[config.mk]
export PLATFORM = sky130hd
export DESIGN_NAME = audio_period_rms_meter
export DESIGN_NICKNAME = d
export VERILOG_FILES = /design/src/rtl/apm_pkg.sv /design/src/rtl/apm_ctrl.sv /design/src/rtl/apm_dpath.sv /design/src/rtl/audio_period_rms_meter.sv
export SDC_FILE = /design/constraint.sdc
export NUM_CORES = 2
export LEC_CHECK = 0
export BUFFER_PORTS_ARGS = -buffer_cell sky130_fd_sc_hd__buf_2
export CAP_MARGIN = 25
export CORE_MARGIN = 8
export CORE_UTILIZATION = 63
export CTS_BUF_LIST = sky130_fd_sc_hd__clkbuf_16
export DETAILED_ROUTE_END_ITERATION = 16
export MAX_ROUTING_LAYER = met4
export PLACE_DENSITY = 0.79
export SYNTH_ARGS = -nofsm -noshare
export SYNTH_HDL_FRONTEND = slang
export SYNTH_SLANG_ARGS = --single-unit
[constraint.sdc]
create_clock -name clk -period 9.8 [get_ports clk]
set_input_delay 1.47 -clock clk [delete_from_list [all_inputs] [get_ports clk]]
set_output_delay 1.47 -clock clk [all_outputs]
set_load 0.005 [all_outputs]
[src/rtl/apm_pkg.sv]
`default_nettype none
package apm_pkg;

  localparam int HIST_DEPTH  = 128;
  localparam int HIST_AW     = $clog2(HIST_DEPTH);
  localparam int MAX_SAMPLES = 4096;
  localparam int CNT_W       = $clog2(MAX_SAMPLES + 1);
  localparam int SAMPLE_W    = 16;
  localparam int AGE_W       = 7;
  localparam int LEVEL_W     = 16;
  localparam int SQ_W        = 31;                 // 32768^2 fits in 31 bits
  localparam int SUM_W       = 43;
  localparam int ROOT_W      = 16;
  localparam int MEAN_W      = 2 * ROOT_W;
  localparam int STEP_W      = $clog2(SUM_W);
  localparam int REM_W       = CNT_W + 1;
  localparam int SREM_W      = ROOT_W + 2;

  localparam logic CMD_SAMPLE = 1'b0;
  localparam logic CMD_READ   = 1'b1;
  localparam logic KIND_LEVEL = 1'b0;
  localparam logic KIND_READ  = 1'b1;

  // controller -> datapath
  typedef struct packed {
    logic load_in;
    logic square;
    logic accum;
    logic div_init;
    logic div_step;
    logic sqrt_init;
    logic sqrt_step;
    logic mem_rd;
    logic emit_level;
    logic emit_read;
  } dp_cmd_t;

  // datapath -> controller
  typedef struct packed {
    logic is_read;
    logic is_end;
    logic out_free;
  } dp_sts_t;

endpackage
`default_nettype wire

[src/rtl/apm_ctrl.sv]
`default_nettype none
module apm_ctrl
  import apm_pkg::*;
(
  input  wire logic    clk,
  input  wire logic    rst_n,
  input  wire logic    in_valid,
  output logic         in_ready,
  input  wire dp_sts_t sts,
  output dp_cmd_t      cmd
);

  typedef enum logic [3:0] {
    ST_IDLE,
    ST_LOAD,
    ST_ACC,
    ST_DINIT,
    ST_DIV,
    ST_SINIT,
    ST_SQRT,
    ST_EMIT,
    ST_RDOUT
  } state_t;

  state_t              state_r;
  logic [STEP_W-1:0]   step_r;

  assign in_ready = (state_r == ST_IDLE);

  always_comb begin
    cmd            = '0;
    cmd.load_in    = in_ready && in_valid;
    cmd.square     = (state_r == ST_LOAD);
    cmd.mem_rd     = (state_r == ST_LOAD) && sts.is_read;
    cmd.accum      = (state_r == ST_ACC);
    cmd.div_init   = (state_r == ST_DINIT);
    cmd.div_step   = (state_r == ST_DIV);
    cmd.sqrt_init  = (state_r == ST_SINIT);
    cmd.sqrt_step  = (state_r == ST_SQRT);
    cmd.emit_level = (state_r == ST_EMIT) && sts.out_free;
    cmd.emit_read  = (state_r == ST_RDOUT) && sts.out_free;
  end

  always_ff @(posedge clk) begin
    if (!rst_n) begin
      state_r <= ST_IDLE;
      step_r  <= '0;
    end else begin
      unique case (state_r)
        ST_IDLE: begin
          if (in_valid) state_r <= ST_LOAD;
        end
        ST_LOAD: begin
          state_r <= sts.is_read ? ST_RDOUT : ST_ACC;
        end
        ST_ACC: begin
          state_r <= sts.is_end ? ST_DINIT : ST_IDLE;
        end
        ST_DINIT: begin
          step_r  <= STEP_W'(SUM_W - 1);
          state_r <= ST_DIV;
        end
        ST_DIV: begin
          if (step_r == '0) state_r <= ST_SINIT;
          else step_r <= step_r - 1'b1;
        end
        ST_SINIT: begin
          step_r  <= STEP_W'(ROOT_W - 1);
          state_r <= ST_SQRT;
        end
        ST_SQRT: begin
          if (step_r == '0) state_r <= ST_EMIT;
          else step_r <= step_r - 1'b1;
        end
        ST_EMIT: begin
          if (sts.out_free) state_r <= ST_IDLE;
        end
        ST_RDOUT: begin
          if (sts.out_free) state_r <= ST_IDLE;
        end
        default: state_r <= ST_IDLE;
      endcase
    end
  end

endmodule
`default_nettype wire

[src/rtl/apm_dpath.sv]
`default_nettype none
module apm_dpath
  import apm_pkg::*;
(
  input  wire logic                       clk,
  input  wire logic                       rst_n,
  input  wire dp_cmd_t                    cmd,
  output dp_sts_t                         sts,
  input  wire logic                       in_cmd,
  input  wire logic signed [SAMPLE_W-1:0] in_sample,
  input  wire logic                       in_end,
  input  wire logic [AGE_W-1:0]           in_age,
  output logic                            out_valid,
  input  wire logic                       out_ready,
  output logic                            out_kind,
  output logic [LEVEL_W-1:0]              out_level,
  output logic                            out_ovf
);

  // latched transaction
  logic                       cmd_r;
  logic signed [SAMPLE_W-1:0] sample_r;
  logic                       end_r;
  logic [AGE_W-1:0]           age_r;

  // period accumulation
  logic [SQ_W-1:0]  sq_r;
  logic [SUM_W-1:0] sum_r;
  logic [CNT_W-1:0] cnt_r;
  logic             ovf_r;

  // restoring divider
  logic [SUM_W-1:0] quo_r;
  logic [REM_W-1:0] rem_r;
  logic [REM_W-1:0] rem_sh;
  logic             q_bit;

  // digit-by-digit square root
  logic [MEAN_W-1:0] src_r;
  logic [SREM_W-1:0] srem_r;
  logic [ROOT_W-1:0] root_r;
  logic [SREM_W+1:0] srem_sh;
  logic [SREM_W+1:0] trial;
  logic              r_bit;

  // history ring
  logic [LEVEL_W-1:0] hist_mem [HIST_DEPTH];
  logic [HIST_DEPTH-1:0] hist_vld_r;
  logic [HIST_AW-1:0]    slot_r;
  logic [HIST_AW-1:0]    rd_idx;
  logic [LEVEL_W-1:0]    rd_data_r;
  logic                  rd_vld_r;

  logic                  out_valid_r;
  logic                  out_kind_r;
  logic [LEVEL_W-1:0]    out_level_r;
  logic                  out_ovf_r;

  logic [SAMPLE_W:0]     mag;

  assign mag     = sample_r[SAMPLE_W-1] ? (SAMPLE_W+1)'(-$signed({sample_r[SAMPLE_W-1], sample_r}))
                                        : {1'b0, sample_r};
  assign rem_sh  = {rem_r[REM_W-2:0], quo_r[SUM_W-1]};
  assign q_bit   = (rem_sh >= REM_W'(cnt_r));
  assign srem_sh = {srem_r, src_r[MEAN_W-1 -: 2]};
  assign trial   = {2'b00, root_r, 2'b01};
  assign r_bit   = (srem_sh >= trial);
  // newest entry sits one below the write slot; ring wrap by truncation
  assign rd_idx  = slot_r - HIST_AW'(1) - age_r[HIST_AW-1:0];

  assign sts.is_read  = cmd_r;
  assign sts.is_end   = end_r;
  assign sts.out_free = !out_valid_r || out_ready;

  assign out_valid = out_valid_r;
  assign out_kind  = out_kind_r;
  assign out_level = out_level_r;
  assign out_ovf   = out_ovf_r;

  always_ff @(posedge clk) begin
    if (cmd.load_in) begin
      cmd_r    <= in_cmd;
      sample_r <= in_sample;
      end_r    <= in_end;
      age_r    <= in_age;
    end
    if (cmd.square) sq_r <= SQ_W'(mag) * SQ_W'(mag);

    if (cmd.div_init) begin
      quo_r <= sum_r;
      rem_r <= '0;
    end else if (cmd.div_step) begin
      rem_r <= q_bit ? (rem_sh - REM_W'(cnt_r)) : rem_sh;
      quo_r <= {quo_r[SUM_W-2:0], q_bit};
    end

    if (cmd.sqrt_init) begin
      // an empty period yields level zero
      src_r  <= (cnt_r == '0) ? '0 : quo_r[MEAN_W-1:0];
      srem_r <= '0;
      root_r <= '0;
    end else if (cmd.sqrt_step) begin
      srem_r <= r_bit ? SREM_W'(srem_sh - trial) : SREM_W'(srem_sh);
      root_r <= {root_r[ROOT_W-2:0], r_bit};
      src_r  <= {src_r[MEAN_W-3:0], 2'b00};
    end

    if (cmd.mem_rd) begin
      rd_data_r <= hist_mem[rd_idx];
      rd_vld_r  <= hist_vld_r[rd_idx];
    end
    if (cmd.emit_level) hist_mem[slot_r] <= root_r;

    if (cmd.emit_level) begin
      out_kind_r  <= KIND_LEVEL;
      out_level_r <= root_r;
      out_ovf_r   <= ovf_r;
    end else if (cmd.emit_read) begin
      out_kind_r  <= KIND_READ;
      out_level_r <= rd_vld_r ? rd_data_r : '0;
      out_ovf_r   <= 1'b0;
    end
  end

  always_ff @(posedge clk) begin
    if (!rst_n) begin
      sum_r       <= '0;
      cnt_r       <= '0;
      ovf_r       <= 1'b0;
      slot_r      <= '0;
      hist_vld_r  <= '0;
      out_valid_r <= 1'b0;
    end else begin
      if (cmd.emit_level) begin
        sum_r              <= '0;
        cnt_r              <= '0;
        ovf_r              <= 1'b0;
        hist_vld_r[slot_r] <= 1'b1;
        slot_r             <= slot_r + 1'b1;
      end else if (cmd.accum) begin
        if (cnt_r < CNT_W'(MAX_SAMPLES)) begin
          sum_r <= sum_r + SUM_W'(sq_r);
          cnt_r <= cnt_r + 1'b1;
        end else begin
          ovf_r <= 1'b1;
        end
      end
      if (cmd.emit_level || cmd.emit_read) out_valid_r <= 1'b1;
      else if (out_ready)                  out_valid_r <= 1'b0;
    end
  end

endmodule
`default_nettype wire

[src/rtl/audio_period_rms_meter.sv]
`default_nettype none
// channel  | valid/ready            | payload
// in_      | in_tvalid/in_tready    | tdata sample,age; tuser command; tlast period_end
// out_     | out_tvalid/out_tready  | tdata level,overflowed; tuser kind
//
// One transaction at a time. A plain sample is loaded, squared and accumulated;
// a read is loaded and waits for a free output register. A period-closing sample
// then runs setup, the bit-serial divider, setup, the square root and output load.
// Synchronous active-low reset; the history ring reads as zero until written.
// A result waits in the output register; a new result stalls only while it is full.
module audio_period_rms_meter
  import apm_pkg::*;
(
  input  wire logic        clk,
  input  wire logic        rst_n,
  input  wire logic        in_tvalid,
  output logic             in_tready,
  input  wire logic [23:0] in_tdata,   // [15:0] sample, [22:16] age, [23] zero
  input  wire logic        in_tuser,   // command
  input  wire logic        in_tlast,   // period_end
  output logic             out_tvalid,
  input  wire logic        out_tready,
  output logic [23:0]      out_tdata,  // [15:0] level, [16] overflowed, [23:17] zero
  output logic             out_tuser   // kind
);

  dp_cmd_t            cmd;
  dp_sts_t            sts;
  logic [LEVEL_W-1:0] level;
  logic               ovf;

  apm_ctrl u_ctrl (
    .clk      (clk),
    .rst_n    (rst_n),
    .in_valid (in_tvalid),
    .in_ready (in_tready),
    .sts      (sts),
    .cmd      (cmd)
  );

  apm_dpath u_dpath (
    .clk       (clk),
    .rst_n     (rst_n),
    .cmd       (cmd),
    .sts       (sts),
    .in_cmd    (in_tuser),
    .in_sample (in_tdata[SAMPLE_W-1:0]),
    .in_end    (in_tlast),
    .in_age    (in_tdata[SAMPLE_W +: AGE_W]),
    .out_valid (out_tvalid),
    .out_ready (out_tready),
    .out_kind  (out_tuser),
    .out_level (level),
    .out_ovf   (ovf)
  );

  assign out_tdata = {7'd0, ovf, level};

  a_one_at_a_time: assert property (@(posedge clk) disable iff (!rst_n)
    in_tvalid && in_tready |=> !in_tready)
    else $error("input taken while a transaction is in progress");

  a_emit_free: assert property (@(posedge clk) disable iff (!rst_n)
    (cmd.emit_level || cmd.emit_read) |-> sts.out_free)
    else $error("result loaded over a pending output");

  a_emit_excl: assert property (@(posedge clk) disable iff (!rst_n)
    !(cmd.emit_level && cmd.emit_read))
    else $error("level and read emitted together");

  a_emit_ready: assert property (@(posedge clk) disable iff (!rst_n)
    (cmd.emit_level || cmd.emit_read) |=> out_tvalid)
    else $error("emitted result not presented");

endmodule
`default_nettype wire
==> results.md <==
| Group | Metric | Reported |
| --- | --- | --- |
| global routing | Global Route Usage Sum | 28.9% |
| global routing | Via count of the first global-routing pass | 56905 |
| drt | Aggregate routed wire length | 254000 um |
| critical path | Logic depth of the worst register-to-register path | 27 |
| timing | Period utilisation layout | 87.4% |
| drt | Length of the first detailed-routing pass in iterations | 6 |
| global routing | Aggregate global routing overflow | 0 |
| timing | Final critical path time including I/O delays and setup | 8560 ps |
| die | Die height | 425 um |
| power | Switching power | 13000 uW |
| timing | Setup repair after global routing missed its margin | false |
| timing | Worst Max-Slew Pin Slew | 1330 ps |
| critical path | Data required time at the worst endpoint | 10420 ps |
| clock network | Buffer type at the clock tree root | clkbuf_16 |
| synthesis | Share of synthesized registers carrying an async set or reset | 0% |
| timing | Summed negative setup slack over all endpoints | 0 ps |
| power | Switching fraction of total power | 35.4% |
| synthesis | Post-Synthesis Cell Area | 105000 um2 |
| drt | Average wire length per cell after detail routing | 29.8 um |
| critical path | Kind of start point of the critical path | flop |
| finish | Synthesis-to-layout area growth | 10.7% |
| timing | Largest clock skew in the final design | 67.5 ps |
| clock network | Number of clock buffers inserted by TritonCTS | 222 |
| synthesis | Count of state elements after synthesis | 2463 |
| finish | Post-Route Utilization | 70.0% |
| clock network | Clock input transition at the sequential cells of the worst setup and hold paths | 70 ps |
| finish | Fraction of layout instances using a drive strength above 1 | 21.8% |
| synthesis | EDFF count, synth | 2212 |
| timing | Worst slack on hold paths | 467 ps |
| placement | Final GP Congestion | 0.889 |
| placement | Buffers on Ports | 48 |
| timing | Slew Limit Fails | 0 |
| timing | Relative slew slack | 11.7% |
| synthesis | Top_reg_cell synth | edfxtp_1 |
| clock network | Clock tree from TritonCTS | built |
| finish | Most used cells in the layout excluding fill and tap cells | edfxtp_1, mux4_2, nor2_1, inv_1, dfxtp_1 |
| hold path | Type of the tightest min-delay check | flop to flop |
| power | Design internal power | 23800 uW |
| die | Core Area | 166000 um2 |
| synthesis | Portion of the post-synthesis area used by sequential elements | 67.9% |
| power | Leakage power of the design | 0.0401 uW |
| die | Initial standard-cell utilization of the core | 63.2% |
| power | Sequential share of power | 36.2% |
| critical path | Endpoint type of the worst setup path | flop |
| die | Die area | 180000 um2 |
| hold path | Worst hold path cell count | 2 |
| power | Gate power share | 40.4% |
| drt | Post-detailed-route count of antenna-violating nets | 0 |
| finish | Most common library cell in the layout ignoring fill and taps | edfxtp_1 |
| flow run | Reported max-cap violation count | 0 |
| drt | Number of DRC markers in iteration 0 | 7370 |
| critical path | Worst Path Max Fanout | 12 |
| clock network | Clk Latency, worst-skew pair | 880 ps |
| finish | Area of the multi-input gates | 31600 um2 |
| synthesis | Count of yosys warnings during synthesis | 0 |
| clock network | Post-CTS Repair Setup Buffers | 0 |
| run status | Status | finished clean |
| placement | Placed wire-length estimate | 147000 um |
| synthesis | Post-synthesis instance total | 5861 |
| clock network | Number of instances resized during post-cts repair | 0 |
| global routing | Maximum number of pins on one net before global-route repair | 158 |
| power | Total power divided by cell area | 316 nW/um2 |
| timing | Achievable Freq | 0.117 GHz |
| clock network | Clock sinks | 2463 |
| critical path | Arrival time worst endpoint | 9180 ps |
| finish | Final Net Count | 6511 |
| critical path | Setup slack on the worst flop-to-flop path | 1240 ps |
| clock network | Hold bufs inserted after CTS | 0 |
| die | Die width | 425 um |
| clock network | H-tree depth | 4 |
| drt | Routed via count | 56457 |
| die | Number of standard-cell rows in the floorplan | 150 |
| drt | DR DRC count | 0 |
| synthesis | Unique masters post-synth | 78 |
| finish | FILL cells | 9659 |
| clock network | Max Buffers Root-to-Sink | 3 |
| power | IR Drop Worst-Case VDD | 1500 uV |
| global routing | Number of antenna violations at the first check in global routing | 8 |
| global routing | First-pass GRT wire length | 374000 um |
| finish | FF+latch area | 71500 um2 |
| critical path | Critical path type | flop to flop |
| synthesis | Mean Syn Cell Area | 18.0 um2 |
| timing | Number of setup violations in the final report | 0 |
| die | Top-level port count | 57 |
| power | Fraction of power consumed by the clock network | 23.4% |
| drt | Vias per cell | 6.62 |
| timing | Final Hold Violating Endpoints | 0 |
-- routing by layer --
metal  vias up  part of all wire (%)  routed length [um]  track usage [%]
met2      3577                    48              122000             45.2
met5         -                     0                   0                -
met3       574                    10               26300             5.18
met1     29042                    37               94700             38.9
li1      23264                     -                   -                -
met4         0                   4.4               11100             10.7
-- state kept, by name (all words and copies together), names as in the netlist, 6 cells and up --
signal	flops
u_ctrl.step_r	6
u_dpath.age_r	7
u_dpath.cnt_r	13
u_dpath.hist_mem	2048
u_dpath.hist_vld_r	128
u_dpath.out_level	16
u_dpath.quo_r	43
u_dpath.rd_data_r	16
u_dpath.rem_r	13
u_dpath.root_r	16
u_dpath.sample_r	16
u_dpath.slot_r	7
u_dpath.sq_r	30
u_dpath.src_r	32
u_dpath.srem_r	18
u_dpath.sum_r	43
-- cell families (layout without fill, tap and decap cells) --
| group | count (synthesis) | in the layout | share of synthesized area [%] |
|---|---|---|---|
| other | 2 | 46 | 0.00713 |
| xor gates and xnor gates | 112 | 112 | 0.946 |
| buffers and inverters | 636 | 1060 | 2.37 |
| and+or+nand+nor | 964 | 964 | 3.95 |
| AOI/OAI and AO/OA | 458 | 458 | 2.81 |
| adders and majority gates | 358 | 358 | 5.62 |
| DFF | 2463 | 2463 | 67.9 |
| muxes | 868 | 868 | 16.4 |
-- cells in the mapped netlist, drive strengths merged, types with 7 or more instances --
cell type / number / area share (%)
a211o: 9 / 0.075
o21a: 20 / 0.14
o22ai: 16 / 0.095
or3: 19 / 0.12
clkbuf: 186 / 0.66
nand2: 226 / 0.82
nor2b: 12 / 0.071
o21bai: 11 / 0.078
xnor2: 71 / 0.59
nor2: 509 / 1.8
fa: 192 / 3.7
a211oi: 12 / 0.086
mux2: 60 / 0.64
nand3b: 8 / 0.057
a31oi: 16 / 0.095
xor2: 41 / 0.36
a31o: 7 / 0.058
nand4: 24 / 0.14
ha: 166 / 2.0
edfxtp: 2212 / 63
a21o: 40 / 0.29
inv: 364 / 1.3
o21ai: 100 / 0.48
dfxtp: 251 / 4.8
nand3: 49 / 0.23
nand2b: 19 / 0.11
nor3: 34 / 0.16
o31ai: 12 / 0.086
a21oi: 135 / 0.64
mux4: 680 / 15
and2: 15 / 0.089
buf: 83 / 0.40
a22o: 33 / 0.27
o211ai: 8 / 0.057
mux2i: 128 / 1.2
and3: 25 / 0.15
-- worst max-delay path: stages, from the launching register on --
cell	delay (ps)
edfxtp_1	520
inv_1	410
ha_1	240
nand2_1	110
nor4_1	530
nor2b_1	130
xor2_1	570
inv_1	450
nor2_1	370
fa_1	440
inv_1	80
fa_1	430
fa_1	510
inv_1	60
fa_1	440
fa_1	520
inv_1	50
fa_1	480
inv_1	40
ha_1	350
a21oi_1	150
o21a_1	190
o211ai_1	110
a211oi_1	330
o31ai_1	220
a211o_1	290
a21oi_1	170
xnor2_1	90
-- per-stage QoR --
stage / instance area, um2 / setup slack (ps) / instances / power (uW)
CTS: 116000 / 1190 / 8517 / 36800
detailed placement: 109000 / 1200 / 8093 / 28200
global route: 117000 / 817 / 8531 / 39100
finish: 117000 / 1240 / 8533 / 36800
floorplan: 105000 / 2390 / 5899 / 24800
global placement: 109000 / 1350 / 8089 / 27800
-- area by class of cell --
class / count / share of cell area, %
Tap cell: 2204 / 2.37
Inverter: 367 / 1.18
Antenna cell: 6 / 0.0129
Clock inverter: 200 / 1.40
Multi-Input combinational cell: 2800 / 27.1
Clock buffer: 224 / 4.81
Timing Repair Buffer: 269 / 1.78
Sequential cell: 2463 / 61.4
-- power groups by stage --
| stage | clock (uW) | sequential, uW | combinational, uW |
|---|---|---|---|
| global route | 9040 | 13300 | 16800 |
| global placement | 0 | 13500 | 14300 |
| finish | 8610 | 13300 | 14900 |
| detailed placement | 0 | 13500 | 14700 |
| floorplan | 0 | 13600 | 11200 |
| CTS | 8670 | 13300 | 14800 |
-- path summary, 6_finish.rpt --
| check | endpoint | startpoint |
|---|---|---|
| max reg2reg | u_dpath.sq_r[30] | u_dpath.sample_r[0] |
| min reg2reg | u_dpath.ovf_r | u_dpath.ovf_r |
| max | u_dpath.sq_r[30] | u_dpath.sample_r[0] |
| min | u_dpath.ovf_r | u_dpath.ovf_r |
(Power assumes the default switching activity.)
